**src/rtl/core/spas_pkg.sv**
```systemverilog
// Package for the sparse polynomial add/subtract unit.
// Holds field widths, the result limit, the sequencer state type and the
// record passed from the shared merge unit back to the sequencer.
package spas_pkg;

  localparam int COEF_W       = 16;
  localparam int EXPO_W       = 16;
  localparam int ENTRY_W      = COEF_W + EXPO_W;
  localparam int RCOEF_W      = COEF_W + 1;
  localparam int RES_W        = RCOEF_W + EXPO_W;
  localparam int RESULT_LIMIT = 32;
  localparam int RES_AW       = $clog2(RESULT_LIMIT);
  localparam int RES_CW       = $clog2(RESULT_LIMIT + 1);
  localparam int MAX_TERMS_DEF = 16;

  // Register select, taken from the word address bit of the config port
  localparam logic CFG_IDX_SUBTRACT = 1'b0;

  // Input polynomial select codes
  localparam logic POLY_A = 1'b0;
  localparam logic POLY_B = 1'b1;

  typedef enum logic [2:0] {
    ST_LOAD,
    ST_MREAD,
    ST_MSTEP,
    ST_DREAD,
    ST_DLOAD,
    ST_DHOLD
  } state_t;

  typedef struct packed {
    logic                      adv_a;
    logic                      adv_b;
    logic signed [RCOEF_W-1:0] coef;
    logic [EXPO_W-1:0]         expo;
  } merge_res_t;

endpackage

```
**src/rtl/core/spas_ram.sv**
```systemverilog
// Generic single-write, single-read RAM with registered read data.
// Used for both term stores and the result buffer; no package dependency.
module spas_ram #(
  parameter int WIDTH = 32,
  parameter int DEPTH = 16
) (
  input  logic                                  clk,
  input  logic                                  we,
  input  logic [((DEPTH > 1) ? $clog2(DEPTH) : 1)-1:0] waddr,
  input  logic [WIDTH-1:0]                      wdata,
  input  logic [((DEPTH > 1) ? $clog2(DEPTH) : 1)-1:0] raddr,
  output logic [WIDTH-1:0]                      rdata
);

  logic [WIDTH-1:0] mem [DEPTH];

  always_ff @(posedge clk) begin
    if (we) begin
      mem[waddr] <= wdata;
    end
    rdata <= mem[raddr];
  end

endmodule

```
**src/rtl/core/spas_merge_alu.sv**
```systemverilog
// Shared merge unit: compares the two head exponents and forms the result
// coefficient with one 17-bit adder. Depends on spas_pkg.
module spas_merge_alu (
  input  logic [spas_pkg::ENTRY_W-1:0] a_entry,
  input  logic [spas_pkg::ENTRY_W-1:0] b_entry,
  input  logic                         a_has,
  input  logic                         b_has,
  input  logic                         sub,
  output spas_pkg::merge_res_t         res
);

  logic signed [spas_pkg::RCOEF_W-1:0] ca;
  logic signed [spas_pkg::RCOEF_W-1:0] cb;
  logic signed [spas_pkg::RCOEF_W-1:0] cb_sgn;
  logic [spas_pkg::EXPO_W-1:0]         ea;
  logic [spas_pkg::EXPO_W-1:0]         eb;
  logic                                use_a;
  logic                                use_b;

  always_comb begin
    ca     = spas_pkg::RCOEF_W'($signed(a_entry[spas_pkg::COEF_W-1:0]));
    cb     = spas_pkg::RCOEF_W'($signed(b_entry[spas_pkg::COEF_W-1:0]));
    cb_sgn = sub ? -cb : cb;
    ea     = a_entry[spas_pkg::ENTRY_W-1:spas_pkg::COEF_W];
    eb     = b_entry[spas_pkg::ENTRY_W-1:spas_pkg::COEF_W];

    priority if (a_has && b_has) begin
      use_a = (ea >= eb);
      use_b = (ea <= eb);
    end else if (a_has) begin
      use_a = 1'b1;
      use_b = 1'b0;
    end else begin
      use_a = 1'b0;
      use_b = b_has;
    end

    res.adv_a = use_a;
    res.adv_b = use_b;
    res.coef  = (use_a ? ca : '0) + (use_b ? cb_sgn : '0);
    res.expo  = use_a ? ea : eb;
  end

endmodule

```
**src/rtl/core/sparse_poly_add_sub_unit.sv**
```systemverilog
// Top level of the sparse polynomial add/subtract unit: term stores,
// merge sequencer, result buffer and output register.
// Depends on spas_pkg, spas_ram and spas_merge_alu.
//
//  channel | dir  | tdata                      | tuser                  | tlast
//  in_     | in   | coefficient, exponent      | poly_select            | last_term
//  out_    | out  | result_coef, result_exp    | result_empty, overflow | result_last
//  cfg_    | in   | APB, subtract_mode at 0x0  | -                      | -
//
// Loading accepts one term per cycle; the last term of B starts the merge.
// A merge step is a term store read, then a compare/add; it consumes one
// head term, or one from each store on equal exponents, and a closing step
// finds both stores spent. Each result item is read out of the result buffer
// via ST_DREAD, ST_DLOAD and ST_DHOLD (the empty marker goes straight to
// ST_DHOLD) and is held until out_tready. in_tready is low from merge start
// until the final result item is taken. Reset is synchronous and clears all
// counts; the stores need no clearing since only written entries are read.
module sparse_poly_add_sub_unit #(
  parameter int MAX_TERMS = spas_pkg::MAX_TERMS_DEF
) (
  input  logic        clk,
  input  logic        rst_n,
  // input item
  input  logic        in_tvalid,
  output logic        in_tready,
  input  logic [31:0] in_tdata,   // [15:0] coefficient, [31:16] exponent
  input  logic [0:0]  in_tuser,   // [0] poly_select
  input  logic        in_tlast,
  // result item
  output logic        out_tvalid,
  input  logic        out_tready,
  output logic [39:0] out_tdata,  // [16:0] result_coefficient, [32:17] result_exponent
  output logic [1:0]  out_tuser,  // [0] result_empty, [1] overflow (input store or result buffer)
  output logic        out_tlast,
  // configuration
  input  logic        cfg_psel,
  input  logic        cfg_penable,
  input  logic        cfg_pwrite,
  input  logic [2:0]  cfg_paddr,
  input  logic [31:0] cfg_pwdata,
  output logic [31:0] cfg_prdata,
  output logic        cfg_pready
);

  localparam int AW = (MAX_TERMS > 1) ? $clog2(MAX_TERMS) : 1;
  localparam int CW = $clog2(MAX_TERMS + 1);
  localparam int EW = spas_pkg::RES_CW;

  spas_pkg::state_t state_r, state_nxt;

  logic [CW-1:0] a_cnt_r, a_cnt_nxt;
  logic [CW-1:0] b_cnt_r, b_cnt_nxt;
  logic [CW-1:0] a_pos_r, a_pos_nxt;
  logic [CW-1:0] b_pos_r, b_pos_nxt;
  logic [EW-1:0] emit_r, emit_nxt;
  logic [EW-1:0] rd_pos_r, rd_pos_nxt;
  logic          ovf_r, ovf_nxt;
  logic          sub_r;

  logic signed [spas_pkg::RCOEF_W-1:0] out_coef_r, out_coef_nxt;
  logic [spas_pkg::EXPO_W-1:0]         out_expo_r, out_expo_nxt;
  logic                                out_last_r, out_last_nxt;
  logic                                out_empty_r, out_empty_nxt;
  logic                                out_ovf_r, out_ovf_nxt;

  logic                         in_acc;
  logic                         cfg_wr;
  logic [spas_pkg::ENTRY_W-1:0] in_entry;
  logic                         a_we;
  logic                         b_we;
  logic [spas_pkg::ENTRY_W-1:0] a_rdata;
  logic [spas_pkg::ENTRY_W-1:0] b_rdata;
  logic                         res_we;
  logic [spas_pkg::RES_W-1:0]   res_wdata;
  logic [spas_pkg::RES_W-1:0]   res_rdata;
  logic                         a_has;
  logic                         b_has;
  spas_pkg::merge_res_t         mres;

  assign in_tready = (state_r == spas_pkg::ST_LOAD);
  assign in_acc    = in_tvalid && in_tready;
  assign in_entry  = {in_tdata[31:16], in_tdata[15:0]};
  assign a_we      = in_acc && (in_tuser[0] == spas_pkg::POLY_A) && (a_cnt_r < CW'(MAX_TERMS));
  assign b_we      = in_acc && (in_tuser[0] == spas_pkg::POLY_B) && (b_cnt_r < CW'(MAX_TERMS));
  assign a_has     = (a_pos_r < a_cnt_r);
  assign b_has     = (b_pos_r < b_cnt_r);

  assign cfg_pready = 1'b1;
  assign cfg_wr     = cfg_psel && cfg_penable && cfg_pwrite && cfg_pready;
  assign cfg_prdata = (cfg_paddr[2] == spas_pkg::CFG_IDX_SUBTRACT) ? {31'd0, sub_r} : 32'd0;

  spas_ram #(.WIDTH(spas_pkg::ENTRY_W), .DEPTH(MAX_TERMS)) u_a_store (
    .clk   (clk),
    .we    (a_we),
    .waddr (a_cnt_r[AW-1:0]),
    .wdata (in_entry),
    .raddr (a_pos_r[AW-1:0]),
    .rdata (a_rdata)
  );

  spas_ram #(.WIDTH(spas_pkg::ENTRY_W), .DEPTH(MAX_TERMS)) u_b_store (
    .clk   (clk),
    .we    (b_we),
    .waddr (b_cnt_r[AW-1:0]),
    .wdata (in_entry),
    .raddr (b_pos_r[AW-1:0]),
    .rdata (b_rdata)
  );

  spas_merge_alu u_alu (
    .a_entry (a_rdata),
    .b_entry (b_rdata),
    .a_has   (a_has),
    .b_has   (b_has),
    .sub     (sub_r),
    .res     (mres)
  );

  assign res_wdata = {mres.expo, mres.coef};
  assign res_we    = (state_r == spas_pkg::ST_MSTEP) && (a_has || b_has) &&
                     (mres.coef != '0) && (emit_r < EW'(spas_pkg::RESULT_LIMIT));

  spas_ram #(.WIDTH(spas_pkg::RES_W), .DEPTH(spas_pkg::RESULT_LIMIT)) u_res_buf (
    .clk   (clk),
    .we    (res_we),
    .waddr (emit_r[spas_pkg::RES_AW-1:0]),
    .wdata (res_wdata),
    .raddr (rd_pos_r[spas_pkg::RES_AW-1:0]),
    .rdata (res_rdata)
  );

  always_comb begin
    state_nxt     = state_r;
    a_cnt_nxt     = a_cnt_r;
    b_cnt_nxt     = b_cnt_r;
    a_pos_nxt     = a_pos_r;
    b_pos_nxt     = b_pos_r;
    emit_nxt      = emit_r;
    rd_pos_nxt    = rd_pos_r;
    ovf_nxt       = ovf_r;
    out_coef_nxt  = out_coef_r;
    out_expo_nxt  = out_expo_r;
    out_last_nxt  = out_last_r;
    out_empty_nxt = out_empty_r;
    out_ovf_nxt   = out_ovf_r;

    unique case (state_r)
      spas_pkg::ST_LOAD: begin
        if (in_acc) begin
          if (a_we) begin
            a_cnt_nxt = a_cnt_r + 1'b1;
          end else if (b_we) begin
            b_cnt_nxt = b_cnt_r + 1'b1;
          end else begin
            // store full: drop the term
            ovf_nxt = 1'b1;
          end
          if (in_tuser[0] == spas_pkg::POLY_B && in_tlast) begin
            state_nxt = spas_pkg::ST_MREAD;
          end
        end
      end
      spas_pkg::ST_MREAD: begin
        state_nxt = spas_pkg::ST_MSTEP;
      end
      spas_pkg::ST_MSTEP: begin
        if (a_has || b_has) begin
          if (mres.adv_a) a_pos_nxt = a_pos_r + 1'b1;
          if (mres.adv_b) b_pos_nxt = b_pos_r + 1'b1;
          if (mres.coef != '0) begin
            if (res_we) emit_nxt = emit_r + 1'b1;
            else        ovf_nxt  = 1'b1;
          end
          state_nxt = spas_pkg::ST_MREAD;
        end else if (emit_r == '0) begin
          // everything cancelled: hand out the empty marker
          out_coef_nxt  = '0;
          out_expo_nxt  = '0;
          out_last_nxt  = 1'b1;
          out_empty_nxt = 1'b1;
          out_ovf_nxt   = ovf_r;
          state_nxt     = spas_pkg::ST_DHOLD;
        end else begin
          state_nxt = spas_pkg::ST_DREAD;
        end
      end
      spas_pkg::ST_DREAD: begin
        state_nxt = spas_pkg::ST_DLOAD;
      end
      spas_pkg::ST_DLOAD: begin
        out_coef_nxt  = res_rdata[spas_pkg::RCOEF_W-1:0];
        out_expo_nxt  = res_rdata[spas_pkg::RES_W-1:spas_pkg::RCOEF_W];
        out_last_nxt  = (EW'(rd_pos_r + 1'b1) == emit_r);
        out_empty_nxt = 1'b0;
        out_ovf_nxt   = ovf_r;
        state_nxt     = spas_pkg::ST_DHOLD;
      end
      spas_pkg::ST_DHOLD: begin
        if (out_tready) begin
          if (out_last_r) begin
            // run done: clear for the next pair
            a_cnt_nxt  = '0;
            b_cnt_nxt  = '0;
            a_pos_nxt  = '0;
            b_pos_nxt  = '0;
            emit_nxt   = '0;
            rd_pos_nxt = '0;
            ovf_nxt    = 1'b0;
            state_nxt  = spas_pkg::ST_LOAD;
          end else begin
            rd_pos_nxt = rd_pos_r + 1'b1;
            state_nxt  = spas_pkg::ST_DREAD;
          end
        end
      end
      default: begin
        state_nxt = spas_pkg::ST_LOAD;
      end
    endcase
  end

  always_ff @(posedge clk) begin
    if (!rst_n) begin
      state_r  <= spas_pkg::ST_LOAD;
      a_cnt_r  <= '0;
      b_cnt_r  <= '0;
      a_pos_r  <= '0;
      b_pos_r  <= '0;
      emit_r   <= '0;
      rd_pos_r <= '0;
      ovf_r    <= 1'b0;
      sub_r    <= 1'b0;
    end else begin
      state_r  <= state_nxt;
      a_cnt_r  <= a_cnt_nxt;
      b_cnt_r  <= b_cnt_nxt;
      a_pos_r  <= a_pos_nxt;
      b_pos_r  <= b_pos_nxt;
      emit_r   <= emit_nxt;
      rd_pos_r <= rd_pos_nxt;
      ovf_r    <= ovf_nxt;
      if (cfg_wr && cfg_paddr[2] == spas_pkg::CFG_IDX_SUBTRACT) begin
        sub_r <= cfg_pwdata[0];
      end
    end
  end

  always_ff @(posedge clk) begin
    out_coef_r  <= out_coef_nxt;
    out_expo_r  <= out_expo_nxt;
    out_last_r  <= out_last_nxt;
    out_empty_r <= out_empty_nxt;
    out_ovf_r   <= out_ovf_nxt;
  end

  assign out_tvalid = (state_r == spas_pkg::ST_DHOLD);
  assign out_tdata  = {7'd0, out_expo_r, out_coef_r};
  assign out_tuser  = {out_ovf_r, out_empty_r};
  assign out_tlast  = out_last_r;

endmodule
```
**config.mk**
```make
export PLATFORM = sky130hd
export DESIGN_NAME = sparse_poly_add_sub_unit
export DESIGN_NICKNAME = d
export VERILOG_FILES = /design/src/rtl/core/spas_pkg.sv /design/src/rtl/core/spas_ram.sv /design/src/rtl/core/spas_merge_alu.sv /design/src/rtl/core/sparse_poly_add_sub_unit.sv
export SDC_FILE = /design/constraint.sdc
export NUM_CORES = 2
export LEC_CHECK = 0
export CAP_MARGIN = 10
export CORE_MARGIN = 8
export CORE_UTILIZATION = 42
export CTS_CLUSTER_DIAMETER = 120
export DETAILED_ROUTE_END_ITERATION = 6
export DONT_BUFFER_PORTS = 1
export RECOVER_POWER = 100
export SYNTH_ARGS = -nofsm -noshare
export SYNTH_HDL_FRONTEND = slang
export SYNTH_SLANG_ARGS = --single-unit
```
**constraint.sdc**
```tcl
create_clock -name clk -period 21.4 [get_ports clk]
set_input_delay 1.07 -clock clk [delete_from_list [all_inputs] [get_ports clk]]
set_output_delay 1.07 -clock clk [all_outputs]
set_load 0.02 [all_outputs]
```
; Word-level counts from Yosys, hierarchy flattened
; Memory sizes are Yosys's and may differ from the RTL's. A register that Yosys moved wholly into a read port is not among the register bits.
; Cells that the tools add are included.
; Widths: inputs -> output; s select.
[word_totals]
regBits = 73
ramBits = 2080
inputBits = 76
output_inout_bits = 78
word_cells = 152
mem_count = 3
[memory_table]
columns = name, words, width, read_ports, rd_ports_with_merged_regs, wr, line_no
row1 = u_res_buf.mem, 32, 33, 1, 1, 1, spas_ram.sv:15  ; logic [WIDTH-1:0] mem [DEPTH];
row2 = u_a_store.mem, 16, 32, 1, 1, 1, spas_ram.sv:15
row3 = u_b_store.mem, 16, 32, 1, 1, 1, spas_ram.sv:15
[op_classes]
add_sub_neg = 8
magnitude_cmp = 7
eq_ne = 22
muxes = 66
n_bitwise = 2
n_reduce_logical = 30
[ops]
columns = op, count
row1 = $mux 17, 5
row2 = $mux 5, 11
row3 = $mux 16, 3
row4 = $pmux 5 s2, 4
row5 = $mux 6, 6
row6 = $pmux 17 s2, 1
row7 = $pmux 16 s2, 1
row8 = $mux 1, 23
row9 = $ne 2x1->1 const B, 11
row10 = $add 5x1->5 const B, 4
row11 = $pmux 3 s6, 1
row12 = $add 17x17->17, 1
row13 = $neg 16->17, 1
row14 = $reduce_bool 17->1, 1
row15 = $ge 16x16->1, 1
row16 = $le 16x16->1, 1
row17 = $mux 3, 5
row18 = $reduce_and 5->1, 3
row19 = $logic_and 1x1->1, 13
row20 = $add 6x1->6 const B, 2
row21 = $pmux 6 s2, 1
row22 = $reduce_and 6->1, 2
row23 = $lt 5x5->1, 2
row24 = $lt 5x5->1 const B, 2
row25 = 18 further kinds, 30

; Longest topological paths before layout
[logic_depth]
depth_word = 12
depth_mapped = 22
ltp_nobuf = 19

; By module
; A second synthesis with hierarchy kept.
[hier_totals]
cells_unflattened = 4717
hier_area_um2 = 87612.8
[modules_own_cells]
columns = mod, n_inst, cells_per_inst, area_each_um2, seq_area_each_um2
row1 = spas_ram (u_res_buf), 1, 2332, 41813.9, 32371.0
row2 = spas_ram (u_a_store ...), 2, 838, 19835.3, 16015.4
row3 = sparse_poly_add_sub_unit, 1, 425, 4077.7, 1821.7
row4 = spas_merge_alu, 1, 284, 2050.7, 0.0

; Worst setup path after synthesis
; OpenSTA, ideal clock, no wires.
[synth_path]
kind = register -> register
from = register a_cnt_r[2]
to = memory u_res_buf.mem[0][0] in the netlist's numbering (enable)
setup_ns = 0.464
t_arrival_ns = 8.068
required_time_ns = 20.936
path_slack_ns = 12.867
stages_incl_launch_ff = 21
path_buffers = 2
synth_period_minus_slack_ns = 8.533
cell_sequence = dfxtp_1 -> clkbuf_1 -> inv_1 -> ha_1 -> a21o_1 -> a31oi_1 -> o21ai_1 -> or2_2 -> o21bai_1 -> clkbuf_1 -> nor2_1 -> ha_1 -> fa_1 -> a21o_1 -> and4_1 -> o211a_1 -> a211oi_1 -> a211o_1 -> nor4_4 -> o2111a_2 -> nor3_1
[synth_rtl]
columns = element, line_no
row1 = from (decl), sparse_poly_add_sub_unit.sv:51  ; logic [CW-1:0] a_cnt_r, a_cnt_nxt;
row2 = from (signal assigned), sparse_poly_add_sub_unit.sv:235  ; a_cnt_r <= a_cnt_nxt;
row3 = to (decl), spas_ram.sv:15

==> flow_summary.yaml <==
outcome:
  status: "finished with violations"
  violations: "antenna violations, max-capacitance violations, max-slew violations"
pwr:
  ir_drop_v: 0.00007962
  p_leak_nw: 29.21
  p_per_area_nw_per_um2: 91.68
  total_power_mw: 8.861
run:
  cap_violations: 93
worst_setup_path:
  crit_start: "b_pos_r[1]$_SDFFE_PN0P_"
  crit_fanout: 46
  critPathKind: "register to register"
  r2r-start: "b_pos_r[1]$_SDFFE_PN0P_"
  ff2ff_setup_slack_ns: 8.81
  arrival_ns: 12.96
  ff2ff_path_depth: 21
  critPathRequiredTime_ns: 21.77
  end_kind: "register"
  start_kind: "register"
  r2r-end: "u_res_buf.mem[17][24]$_DFFE_PP_"
drt:
  wl_met2_mm: 99.63
  drtPass1Iterations: 5
  dr.first_iter.drc_count: 3743
  via_per_inst: 5.640
  wl_met3_mm: 11.38
  detail_route.wl_per_cell_um: 28.60
  drt-met1-wl_mm: 81.02
  ant_nets: 1
  routed_wl_mm: 195.6
  num_vias: 38569
  drc: 0
  top_layer: "met4"
synthesis:
  synth_cell_type_count: 67
  synth_flop_cell: "edfxtp_1"
  ys_ff_latch: 2250
  synth_edf_count: 2116
  yosysTopAreaCellShare: 0.7366
  avgSynthCellArea_sq_um: 22.78
  yosysMostFrequentCell: "edfxtp_1"
  syn_area_sq_um: 86260
  seq_area_frac_synth: 0.7677
  yosys.area.top_type: "edfxtp_1"
  yosysWarnings: 0
  synthArstFlopShare: 0
  synth_area_leaders: "edfxtp_1, mux4_2, dfxtp_1"
  netlist_top_cells_count: "edfxtp_1, mux4_2, dfxtp_1"
  syn_inst: 3787
sta:
  period_share: 0.5883
  maxSlewViolCount: 3205
  tns_ns: 0
  rsz0062_at_grt: "no"
  fin_ws_ns: 8.811
  setup_viol: 0
  holdWs_ns: 0.3169
  fin_skew_ns: 0.04154
  fin_crit_ns: 12.59
  timing.slew.headroom: -4.702
  worstMarginPinSlew_ns: 8.553
  fmax_mhz: 79.43
  finalHoldViolCount: 0
clocking:
  cts_tree: "built"
  clk_latency_ns: 0.85
  cts_max_level: 4
  clockRootBuffer: "clkbuf_16"
  cts_buffers: 218
  cts_buffer_depth: 3
  ctsHoldBuffers: 0
  numClockSinks: 2250
  clk_pin_slew_worst_paths_ns: 0.06
  ctsResizeCount: 0
  cts_setup_buffers: 0
floorplanning:
  die_w_um: 469.2
  fp.dieArea_sq_um: 220100
  die_y_um: 469.2
  pin_count: 154
  initial_core_util: 0.4221
  fp-row-count: 166
  core_sq_um: 204400
finish:
  fin_cells: 6838
  ff_latch_area_sq_um: 66240
  multi_input_area_sq_um: 19280
  final_core_util: 0.4729
  final_cell_area_sq_um: 96650
  drive_above_1_share: 0.2579
  area_growth_pct: 12.04
  nNetsFinal: 4076
  fillerInstances: 16697
placement:
  post-place-cells: 6398
  gp_congestion: 0.7473
  io_buffers: 0
  dp_slack_ns: 13.28
  dp_hpwl_mm: 99.43
  place_area_sq_um: 90080
global_route:
  grt_max_degree: 100
  grt_overflow: 0
  grt_pass1_vias: 39824
  track_usage: 0.1723
  grt_pass1_wl_mm: 281.1
  antenna_found_initial: 14
min_path:
  hold_depth: 0
  holdCritStartpoint: "in_tdata[2]"
  whs_endpoint: "u_a_store.mem[12][2]$_DFFE_PP_"
  hp-class: "input pin to register"
==> registers in the layout, summed over array words and instances, names as in the netlist, 3 cells and up <==
signal	cells
a_cnt_r	5
out_expo_r	16
u_b_store.rdata	32
emit_r	6
u_a_store.rdata	32
out_coef_r	17
state_r	3
u_res_buf.rdata	33
b_cnt_r	5
u_a_store.mem	512
b_pos_r	5
rd_pos_r	6
u_b_store.mem	512
a_pos_r	5
u_res_buf.mem	1056
==> worst max-delay path by stage <==
stage,end,cells after the start
2_1_floorplan,u_res_buf.mem[0][0]$_DFFE_PP_,20
3_3_place_gp,u_res_buf.mem[2][22]$_DFFE_PP_,22
3_5_place_dp,u_res_buf.mem[3][22]$_DFFE_PP_,22
4_1_cts,u_res_buf.mem[3][22]$_DFFE_PP_,22
5_1_grt,u_res_buf.mem[1][22]$_DFFE_PP_,20
6_report,u_res_buf.mem[17][24]$_DFFE_PP_,21
==> cell usage in the layout (no fill, tap or decap), drive strengths merged, types with 5 or more instances in the layout <==
cell type,count
buf,12
nor3,24
nand2,65
and3,35
o211ai,5
or3,7
nand3,14
or4,5
mux2,36
clkinv,96
nor3b,6
dfxtp,134
o21ai,41
nand2b,8
conb,39
mux4,650
xor2,28
bufinv,15
nand4,14
diode,13
nor2,85
inv,47
clkbuf,401
xnor2,21
mux2i,5
nor4,5
edfxtp,2116
and2,56
ha,56
o31ai,6
a21oi,34
nor2b,12
a21o,11
==> worst max-delay path: stages, from the launching register on <==
cell and delay [ns]:
dfxtp_1 1.81, ha_1 0.38, a21o_1 0.13, a31oi_1 0.04
o21ai_0 0.15, clkbuf_1 0.49, nor2_1 0.19, a21oi_4 0.17
clkbuf_1 1.37, and2_0 0.27, ha_1 0.31, a21o_1 0.18
a21oi_1 0.24, a21oi_1 0.18, o41ai_1 0.45, xnor2_2 0.18
clkbuf_1 0.98, nor4_1 0.21, o2111a_1 0.31, nor2_1 1.17
and3_2 0.38, clkbuf_1 2.40
==> power by group <==
| group | switching [mW] | internal (mW) |
|---|---|---|
| clock | 1.64 | 2.13 |
| sequential | 0.0122 | 4.89 |
| combinational | 0.147 | 0.0414 |
==> area by class of cell <==
type | instances | share of cell area
Antenna cell | 13 | 0.0003366
Clock buffer | 291 | 0.06104
Clock inverter | 123 | 0.01204
Inverter | 38 | 0.001476
Multi-Input combinational cell | 1313 | 0.1995
Sequential cell | 2250 | 0.6854
Tap cell | 2688 | 0.03480
Timing Repair Buffer | 122 | 0.005463
==> cells by family after synthesis <==
group                    after synthesis  share of synthesized area
adder cells (fa/ha/maj)               57                   0.008354
AND/OR/NAND/NOR                      345                    0.02077
other                                  2                 0.00008706
XOR/XNOR                              49                   0.004975
multiplexers                         691                     0.1750
AO/OA/AOI/OAI                        132                   0.009747
buffers and inverters                261                    0.01340
flip-flops                          2250                     0.7677
==> per-layer routing <==
metal / vias to the layer above / GRT usage
li1: 16206 / -
met1: 21000 / 0.2305
met3: 265 / 0.02922
met2: 1098 / 0.2993
met4: 0 / 0.03546
met5: - / 0
Note: power is estimated with default switching activity, not from simulation.
